$ cat src/hdl/ttm_pkg.sv
`default_nettype none

package ttm_pkg;

	localparam int NUM_SLOTS = 16;
	localparam int SLOT_W    = $clog2(NUM_SLOTS);

	// Request codes carried in the input tuser field.
	localparam logic [2:0] REQ_ADD     = 3'd0;
	localparam logic [2:0] REQ_CANCEL  = 3'd1;
	localparam logic [2:0] REQ_REFRESH = 3'd2;
	localparam logic [2:0] REQ_RESET   = 3'd3;
	localparam logic [2:0] REQ_NEXT    = 3'd4;
	localparam logic [2:0] REQ_EXPIRE  = 3'd5;

	// Result status codes.
	localparam logic [1:0] STAT_OK       = 2'd0;
	localparam logic [1:0] STAT_INACTIVE = 2'd1;
	localparam logic [1:0] STAT_FULL     = 2'd2;

	localparam logic [31:0] DEFAULT_WINDOW_MS = 32'd3600000;

	localparam int IN_DATA_W  = 104;
	localparam int OUT_DATA_W = 72;

endpackage

`default_nettype wire

$ cat src/hdl/timer_table_manager_unit.sv
// Timer table manager: one request in flight at a time, s_tready is high only when idle.
// Cancel and unused codes go from S_START to S_EMIT; refresh and reset pass S_READ, reset may also pass S_CALC.
// Add and next wait make one pass over all 16 deadline entries, one per cycle.
// Expire makes one such pass, plus one more per fired timer, since each fired timer costs one
// more pass of the single subtractor over the deadline memory.
// Asynchronous reset clears the active and recurring flags, the front notice and the previous time at once.
`default_nettype none

module timer_table_manager_unit (
	input  wire logic                            clk,
	input  wire logic                            arst_n,
	input  wire logic                            s_tvalid,
	output      logic                            s_tready,
	// slot[3:0], period_ms[35:4], recurring[36], from_now[37], now_ms[101:38], zero pad
	input  wire logic [ttm_pkg::IN_DATA_W-1:0]   s_tdata,
	// req_type[2:0]
	input  wire logic [2:0]                      s_tuser,
	output      logic                            m_tvalid,
	input  wire logic                            m_tready,
	// status[1:0], result_slot[5:2], wait_ms[69:6], at_front[70], any_active[71]
	output      logic [ttm_pkg::OUT_DATA_W-1:0]  m_tdata,
	// fired[0]
	output      logic                            m_tuser,
	output      logic                            m_tlast,
	input  wire logic                            cfg_we,
	input  wire logic [31:0]                     cfg_wdata
);

	localparam int SW = ttm_pkg::SLOT_W;
	localparam int NS = ttm_pkg::NUM_SLOTS;
	localparam logic [SW-1:0] LAST_SLOT = SW'(NS - 1);

	typedef enum logic [8:0] {
		S_IDLE  = 9'b000000001,
		S_START = 9'b000000010,
		S_READ  = 9'b000000100,
		S_CALC  = 9'b000001000,
		S_ROLL  = 9'b000010000,
		S_SCAN  = 9'b000100000,
		S_PICK  = 9'b001000000,
		S_FIRE  = 9'b010000000,
		S_EMIT  = 9'b100000000
	} state_t;

	state_t state_q;

	// Latched request
	logic [2:0]    req_q;
	logic [SW-1:0] slot_q;
	logic [31:0]   period_q;
	logic          rec_in_q;
	logic          fnow_q;
	logic [63:0]   now_q;

	// Table flags and global state
	logic [NS-1:0] active_q;
	logic [NS-1:0] slot_rec_q;
	logic          pending_q;
	logic [63:0]   prev_q;
	logic [31:0]   window_q;

	// Deadline and period memories
	logic [63:0] dl_mem [NS];
	logic [31:0] per_mem [NS];
	logic [63:0] dl_rd_q;
	logic [31:0] per_rd_q;
	logic [SW-1:0] rd_addr;
	logic [SW-1:0] wr_addr;
	logic          dl_we;
	logic          per_we;
	logic [31:0]   per_wd;

	// Scan sequencer
	logic [SW-1:0] scan_idx_q;
	logic          scan_run_q;
	logic          vld_s1;
	logic [SW-1:0] idx_s1;

	// Working registers
	logic [63:0]   ref_q;
	logic [63:0]   tmp_q;
	logic          have_q;
	logic          found_q;
	logic          roll_q;
	logic          sel_q;
	logic [SW-1:0] fslot_q;
	logic [SW-1:0] best_q;
	logic [31:0]   bestp_q;
	logic [NS-1:0] due_q;
	logic [NS-1:0] taken_q;
	logic          any_after_q;
	logic [1:0]    st_q;

	// Output register
	logic          m_tvalid_q;
	logic [1:0]    o_status_q;
	logic [SW-1:0] o_slot_q;
	logic [63:0]   o_wait_q;
	logic          o_front_q;
	logic          o_fired_q;
	logic          o_last_q;
	logic          o_any_q;

	// Shared add/subtract unit; compares come from its borrow and zero outputs.
	logic [63:0] alu_a;
	logic [63:0] alu_b;
	logic        alu_sub;
	logic [64:0] alu_res;
	logic        alu_borrow;
	logic        alu_zero;

	logic [SW-1:0] free_slot;
	logic          all_active;
	logic          out_free;
	logic          slot_valid;
	logic          reset_keep;
	logic [NS-1:0] best_mask;
	logic [NS-1:0] rem_after;

	assign alu_res    = alu_sub ? ({1'b0, alu_a} - {1'b0, alu_b})
	                            : ({1'b0, alu_a} + {1'b0, alu_b});
	assign alu_borrow = alu_res[64];
	assign alu_zero   = (alu_res[63:0] == 64'd0);

	assign all_active = &active_q;
	assign out_free   = !m_tvalid_q || m_tready;
	assign slot_valid = active_q[slot_q];
	assign reset_keep = (period_q == per_rd_q) && !fnow_q;
	assign best_mask  = NS'(1) << best_q;
	assign rem_after  = due_q & ~taken_q & ~best_mask;

	always_comb begin
		free_slot = '0;
		for (int i = NS - 1; i >= 0; i--) begin
			if (!active_q[i]) begin
				free_slot = SW'(i);
			end
		end
	end

	// Operand selection and memory control
	always_comb begin
		alu_a   = now_q;
		alu_b   = 64'd0;
		alu_sub = 1'b0;
		rd_addr = slot_q;
		wr_addr = slot_q;
		dl_we   = 1'b0;
		per_we  = 1'b0;
		per_wd  = period_q;
		unique case (state_q)
			S_START: begin
				if (req_q == ttm_pkg::REQ_ADD) begin
					alu_b   = {32'd0, period_q};
					wr_addr = free_slot;
					dl_we   = !all_active;
					per_we  = !all_active;
				end else if (req_q == ttm_pkg::REQ_EXPIRE) begin
					alu_a   = prev_q;
					alu_b   = now_q;
					alu_sub = 1'b1;
				end
			end
			S_ROLL: begin
				alu_a   = {32'd0, window_q};
				alu_b   = tmp_q;
				alu_sub = 1'b1;
			end
			S_READ: begin
				if (req_q == ttm_pkg::REQ_REFRESH) begin
					alu_b = {32'd0, per_rd_q};
					dl_we = 1'b1;
				end else if (fnow_q) begin
					alu_b  = {32'd0, period_q};
					dl_we  = !reset_keep && slot_valid;
					per_we = !reset_keep && slot_valid;
				end else begin
					alu_a   = dl_rd_q;
					alu_b   = {32'd0, per_rd_q};
					alu_sub = 1'b1;
				end
			end
			S_CALC: begin
				alu_a  = tmp_q;
				alu_b  = {32'd0, period_q};
				dl_we  = 1'b1;
				per_we = 1'b1;
			end
			S_SCAN: begin
				rd_addr = scan_idx_q;
				alu_sub = 1'b1;
				if (req_q == ttm_pkg::REQ_EXPIRE && !sel_q) begin
					alu_a = now_q;
					alu_b = dl_rd_q;
				end else begin
					alu_a = dl_rd_q;
					alu_b = ref_q;
				end
			end
			S_FIRE: begin
				alu_b   = {32'd0, bestp_q};
				wr_addr = best_q;
				dl_we   = out_free && slot_rec_q[best_q];
			end
			S_EMIT: begin
				alu_a   = ref_q;
				alu_b   = now_q;
				alu_sub = 1'b1;
			end
			default: begin
			end
		endcase
	end

	always_ff @(posedge clk) begin
		if (dl_we) begin
			dl_mem[wr_addr] <= alu_res[63:0];
		end
		dl_rd_q <= dl_mem[rd_addr];
	end

	always_ff @(posedge clk) begin
		if (per_we) begin
			per_mem[wr_addr] <= per_wd;
		end
		per_rd_q <= per_mem[rd_addr];
	end

	always_ff @(posedge clk or negedge arst_n) begin
		if (!arst_n) begin
			state_q     <= S_IDLE;
			req_q       <= '0;
			slot_q      <= '0;
			period_q    <= '0;
			rec_in_q    <= 1'b0;
			fnow_q      <= 1'b0;
			now_q       <= '0;
			active_q    <= '0;
			slot_rec_q  <= '0;
			pending_q   <= 1'b0;
			prev_q      <= '0;
			window_q    <= ttm_pkg::DEFAULT_WINDOW_MS;
			scan_idx_q  <= '0;
			scan_run_q  <= 1'b0;
			vld_s1      <= 1'b0;
			idx_s1      <= '0;
			ref_q       <= '0;
			tmp_q       <= '0;
			have_q      <= 1'b0;
			found_q     <= 1'b0;
			roll_q      <= 1'b0;
			sel_q       <= 1'b0;
			fslot_q     <= '0;
			best_q      <= '0;
			bestp_q     <= '0;
			due_q       <= '0;
			taken_q     <= '0;
			any_after_q <= 1'b0;
			st_q        <= ttm_pkg::STAT_OK;
			m_tvalid_q  <= 1'b0;
			o_status_q  <= '0;
			o_slot_q    <= '0;
			o_wait_q    <= '0;
			o_front_q   <= 1'b0;
			o_fired_q   <= 1'b0;
			o_last_q    <= 1'b0;
			o_any_q     <= 1'b0;
		end else begin
			if (cfg_we) begin
				window_q <= cfg_wdata;
			end
			if (m_tvalid_q && m_tready) begin
				m_tvalid_q <= 1'b0;
			end

			unique case (state_q)
				S_IDLE: begin
					if (s_tvalid) begin
						req_q    <= s_tuser;
						slot_q   <= s_tdata[3:0];
						period_q <= s_tdata[35:4];
						rec_in_q <= s_tdata[36];
						fnow_q   <= s_tdata[37];
						now_q    <= s_tdata[101:38];
						state_q  <= S_START;
					end
				end

				S_START: begin
					scan_idx_q <= '0;
					scan_run_q <= 1'b1;
					vld_s1     <= 1'b0;
					have_q     <= 1'b0;
					found_q    <= 1'b0;
					sel_q      <= 1'b0;
					taken_q    <= '0;
					st_q       <= ttm_pkg::STAT_OK;
					unique case (req_q)
						ttm_pkg::REQ_ADD: begin
							if (all_active) begin
								st_q    <= ttm_pkg::STAT_FULL;
								state_q <= S_EMIT;
							end else begin
								active_q[free_slot]   <= 1'b1;
								slot_rec_q[free_slot] <= rec_in_q;
								ref_q                 <= alu_res[63:0];
								fslot_q               <= free_slot;
								state_q               <= S_SCAN;
							end
						end
						ttm_pkg::REQ_CANCEL: begin
							if (slot_valid) begin
								active_q[slot_q] <= 1'b0;
							end else begin
								st_q <= ttm_pkg::STAT_INACTIVE;
							end
							state_q <= S_EMIT;
						end
						ttm_pkg::REQ_REFRESH: begin
							if (slot_valid) begin
								state_q <= S_READ;
							end else begin
								st_q    <= ttm_pkg::STAT_INACTIVE;
								state_q <= S_EMIT;
							end
						end
						ttm_pkg::REQ_RESET: begin
							state_q <= S_READ;
						end
						ttm_pkg::REQ_NEXT: begin
							pending_q <= 1'b0;
							state_q   <= S_SCAN;
						end
						ttm_pkg::REQ_EXPIRE: begin
							if (active_q == '0) begin
								scan_run_q <= 1'b0;
								state_q    <= S_EMIT;
							end else begin
								prev_q <= now_q;
								// Time went backward only if previous time is strictly larger.
								if (!alu_borrow && !alu_zero) begin
									tmp_q      <= alu_res[63:0];
									scan_run_q <= 1'b0;
									state_q    <= S_ROLL;
								end else begin
									roll_q  <= 1'b0;
									state_q <= S_SCAN;
								end
							end
						end
						default: begin
							scan_run_q <= 1'b0;
							state_q    <= S_EMIT;
						end
					endcase
				end

				S_ROLL: begin
					roll_q     <= alu_borrow;
					scan_idx_q <= '0;
					scan_run_q <= 1'b1;
					state_q    <= S_SCAN;
				end

				S_READ: begin
					if (req_q == ttm_pkg::REQ_REFRESH) begin
						state_q <= S_EMIT;
					end else if (reset_keep) begin
						state_q <= S_EMIT;
					end else if (!slot_valid) begin
						st_q    <= ttm_pkg::STAT_INACTIVE;
						state_q <= S_EMIT;
					end else if (fnow_q) begin
						state_q <= S_EMIT;
					end else begin
						tmp_q   <= alu_res[63:0];
						state_q <= S_CALC;
					end
				end

				S_CALC: begin
					state_q <= S_EMIT;
				end

				S_SCAN: begin
					if (scan_run_q) begin
						vld_s1 <= 1'b1;
						idx_s1 <= scan_idx_q;
						if (scan_idx_q == LAST_SLOT) begin
							scan_run_q <= 1'b0;
						end else begin
							scan_idx_q <= scan_idx_q + 1'b1;
						end
					end else begin
						vld_s1 <= 1'b0;
					end
					if (vld_s1) begin
						if (req_q == ttm_pkg::REQ_ADD) begin
							if (active_q[idx_s1] && idx_s1 != fslot_q &&
							    (alu_borrow || (alu_zero && idx_s1 < fslot_q))) begin
								found_q <= 1'b1;
							end
						end else if (req_q == ttm_pkg::REQ_NEXT) begin
							if (active_q[idx_s1] && (!have_q || alu_borrow)) begin
								ref_q  <= dl_rd_q;
								have_q <= 1'b1;
							end
						end else if (!sel_q) begin
							due_q[idx_s1] <= active_q[idx_s1] && (roll_q || !alu_borrow);
						end else begin
							// Strict compare keeps the lower slot on equal deadlines.
							if (due_q[idx_s1] && !taken_q[idx_s1] && (!have_q || alu_borrow)) begin
								ref_q   <= dl_rd_q;
								best_q  <= idx_s1;
								bestp_q <= per_rd_q;
								have_q  <= 1'b1;
							end
						end
						if (idx_s1 == LAST_SLOT) begin
							if (req_q == ttm_pkg::REQ_EXPIRE) begin
								state_q <= sel_q ? S_FIRE : S_PICK;
							end else begin
								state_q <= S_EMIT;
							end
						end
					end
				end

				S_PICK: begin
					any_after_q <= |(active_q & ~(due_q & ~slot_rec_q));
					if ((due_q & ~taken_q) == '0) begin
						state_q <= S_EMIT;
					end else begin
						sel_q      <= 1'b1;
						have_q     <= 1'b0;
						scan_idx_q <= '0;
						scan_run_q <= 1'b1;
						vld_s1     <= 1'b0;
						state_q    <= S_SCAN;
					end
				end

				S_FIRE: begin
					if (out_free) begin
						m_tvalid_q      <= 1'b1;
						o_status_q      <= ttm_pkg::STAT_OK;
						o_slot_q        <= best_q;
						o_wait_q        <= '0;
						o_front_q       <= 1'b0;
						o_fired_q       <= 1'b1;
						o_last_q        <= (rem_after == '0);
						o_any_q         <= any_after_q;
						taken_q[best_q] <= 1'b1;
						if (!slot_rec_q[best_q]) begin
							active_q[best_q] <= 1'b0;
						end
						state_q <= (rem_after == '0) ? S_IDLE : S_PICK;
					end
				end

				S_EMIT: begin
					if (out_free) begin
						m_tvalid_q <= 1'b1;
						o_status_q <= st_q;
						o_slot_q   <= '0;
						o_wait_q   <= '0;
						o_front_q  <= 1'b0;
						o_fired_q  <= 1'b0;
						o_last_q   <= 1'b1;
						o_any_q    <= |active_q;
						if (req_q == ttm_pkg::REQ_ADD && st_q == ttm_pkg::STAT_OK) begin
							o_slot_q <= fslot_q;
							if (!found_q && !pending_q) begin
								o_front_q <= 1'b1;
								pending_q <= 1'b1;
							end
						end
						if (req_q == ttm_pkg::REQ_NEXT) begin
							if (!have_q) begin
								o_wait_q <= '1;
							end else if (!alu_borrow && !alu_zero) begin
								o_wait_q <= alu_res[63:0];
							end
						end
						state_q <= S_IDLE;
					end
				end

				default: begin
					state_q <= S_IDLE;
				end
			endcase
		end
	end

	assign s_tready = (state_q == S_IDLE);
	assign m_tvalid = m_tvalid_q;
	assign m_tdata  = {o_any_q, o_front_q, o_wait_q, o_slot_q, o_status_q};
	assign m_tuser  = o_fired_q;
	assign m_tlast  = o_last_q;

endmodule

`default_nettype wire
$ cat config.mk
export PLATFORM = sky130hd
export DESIGN_NAME = timer_table_manager_unit
export DESIGN_NICKNAME = d
export VERILOG_FILES = /design/src/hdl/ttm_pkg.sv /design/src/hdl/timer_table_manager_unit.sv
export SDC_FILE = /design/constraint.sdc
export NUM_CORES = 2
export LEC_CHECK = 0
export ABC_AREA = 1
export BUFFER_PORTS_ARGS = -buffer_cell sky130_fd_sc_hd__clkbuf_2
export CORE_MARGIN = 2
export CORE_UTILIZATION = 45
export CTS_BUF_LIST = sky130_fd_sc_hd__clkbuf_16
export DETAILED_ROUTE_END_ITERATION = 7
export SYNTH_ARGS = -nofsm -noshare
export SYNTH_HDL_FRONTEND = slang
export SYNTH_SLANG_ARGS = --single-unit
$ cat constraint.sdc
create_clock -name clk -period 5.4 [get_ports clk]
set_input_delay 1.08 -clock clk [delete_from_list [all_inputs] [get_ports clk]]
set_output_delay 1.08 -clock clk [all_outputs]
set_load 0.01 [all_outputs]
==> results.tsv <==
metric	value	unit
outcome	complete, but fails checks	
violations	setup timing	
syn_area_per_cell	9.45	um2
grt_overflow	0	
clockRootBuffer	clkbuf_16	
layout-drive-gt1-share	0.200	
syn_to_final_growth	24.0	%
synth_top_area_frac	0.453	
crit_type	flip-flop to flip-flop	
fin_ws	-481	ps
critPathLaunchType	flip-flop	
crit_slowest_cell	dfrtp_1	
clockBufferDepth	3	
synthCells	10800	
synth_flop_cell	edfxtp_1	
r2r_slack	-480	ps
pin_count	220	
netlist_top_cells_area	edfxtp_1 45%, dfrtp_1 13%, nand2_1 9.2%	
yosysWarnings	0	
first_pass_iters	8	
clock_sinks	2167	
track_usage	0.318	
start_util	0.453	
wirelength	374	mm
syn-cell-area	0.102	mm2
die_area	0.230	mm2
avgViaCountPerCell	5.65	
clock.fmax	0.170	GHz
setup_violations	263	
portBuffers	217	
synth.distinct_cells	64	
worst_slew_pin_slew	1470	ps
row_count	174	
nets	12000	
dieHeight	480	um
htree_num_levels	4	
report.final.slew_viol_count	0	
hold_violations	0	
setup-tns-final	-94020	ps
timing.final.crit_period	5880	ps
worstReg2RegStart	req_q[0]	
cts_tree	done	
relSlewSlack	0.0200	
path_common_cell	nand2_1	
wl_per_cell	24.9	um
grt_max_degree	131	
yosysMostFrequentCell	nand2_1	
fin_crit_sh	1.09	
yosysSeqAreaShare	0.603	
hold_path_class	input pin to async pin	
first_global_vias	79200	
die_x	480	um
synth_top_area_cell	edfxtp_1	
synth_edf_count	1536	
cap_violations	0	
synth_seq_cells	2167	
hpwlAfterDp	248	mm
place_congestion	1.03	
async_flop_share	0.247	
crit_required	6190	ps
worstPathMaxFanout	7	
drcViolationCount	0	
grt_antenna_before_repair	27	
clk_pin_slew	70	ps
synthTopCellsByCount	2,498 x nand2_1, 1,616 x inv_1, 1,536 x edfxtp_1, 1,005 x o21ai_0, 706 x nand3_1	
rsz0062_at_grt	yes	
clkLatencyLatePin	930	ps
endpoint_kind	flip-flop	
drtAntennaViolNets	0	
fill_cells	19600	
numCtsBuffers	224	
grt_pass1_wl	537	mm
via_count	84800	
drt_iter0_markers	10900	
worstPathArrival	6670	ps
crit_path_start	req_q[0]	
clock_skew	79.2	ps
fp.coreArea	0.225	mm2
cp_slowest_stage_delay	420	ps
syn_nets	11000	
-- cells by family (layout without fill, tap and decap cells) --
kind of cell / Yosys count / in the layout / share of synthesized area
AO/OA/AOI/OAI: 2411 / 2411 / 0.139
XOR/XNOR: 63 / 63 / 0.00542
adder cells (fa/ha/maj): 71 / 71 / 0.00879
buffers and inverters: 2212 / 3438 / 0.0845
flip-flops: 2167 / 2167 / 0.603
multiplexers: 34 / 34 / 0.00359
other: 0 / 15 / 0
AND/OR/NAND/NOR: 3820 / 3820 / 0.155
-- placed cells by master (no fill, tap or decap), types with 230 or more instances in the layout --
cell type,n
nand2_1,2285
clkbuf_16,230
a21oi_1,531
o211ai_1,366
nor2_1,247
inv_1,1631
edfxtp_1,1536
buf_4,898
dfrtp_1,520
nand3_1,670
o21ai_0,984
-- per-layer routing --
metal	vias to the layer above	GRT usage	wire length (um)
li1	38700	-	-
met1	41300	0.459	160000
met2	4113	0.469	160000
met3	778	0.0673	37800
met4	2	0.125	16300
met5	-	0	14
-- final timing paths --
path | cells after the start | to
worst max-delay path | 49 | o_wait_q[19]
worst min-delay path | 1 | due_q[5]
worst max register to register | 49 | o_wait_q[19]
worst min register to register | 2 | m_tuser
max in group asynchronous | 2 | o_wait_q[21]
min in group clk | 3 | window_q[10]
-- what timing repair did --
action,in CTS,in global routing
hold buffers,0,0
cloned,17,3
endpoints found under the setup margin,806,588
pin swaps,131,122
resized for setup,652,144
setup buffers,96,20
-- registers in the layout, summed over array words and instances, names as in the netlist, 9 cells and up --
register / flops
dl_mem: 1024
ref_q: 64
o_wait_q: 64
state_q: 9
now_q: 64
per_mem: 512
taken_q: 16
window_q: 32
tmp_q: 64
slot_rec_q: 16
per_wd: 32
due_q: 16
bestp_q: 32
prev_q: 64
active_q: 16
dl_rd_q: 64
per_rd_q: 32
-- cell type report --
class / instances / area (um2) / share of cell area
Sequential cell: 2167 / 61500 / 0.486
Tap cell: 2992 / 3740 / 0.0296
Inverter: 1635 / 6170 / 0.0488
Clock buffer: 227 / 5680 / 0.0450
Multi-Input combinational cell: 6399 / 34900 / 0.276
Antenna cell: 15 / 37.5 / 0.000297
Clock inverter: 199 / 1700 / 0.0135
Timing Repair Buffer: 1377 / 12700 / 0.100
-- worst max-delay path: cells and delay by family, from the launching register on --
kind,cells,cell delay [ps]
flops,1,420
fa+ha+maj,1,240
simple gates,30,3200
compound gates,2,140
buf+inv,16,1710
-- metrics by stage --
| stage | cells | util | instance area, um2 | hold slack, ps | setup WS [ps] |
|---|---|---|---|---|---|
| detailed placement | 14400 | 0.509 | 114000 | 467 | -1230 |
| global route | 15000 | 0.562 | 126000 | 163 | -717 |
| finish | 15000 | 0.562 | 126000 | 133 | -481 |
| global placement | 14400 | 0.509 | 114000 | 460 | -1180 |
| floorplan | 10800 | - | 102000 | 442 | -21.8 |
| CTS | 15000 | 0.558 | 126000 | 135 | -318 |
Power is not shown: default switching activity piles up to over one toggle a cycle in this logic, so the estimate is an artifact.
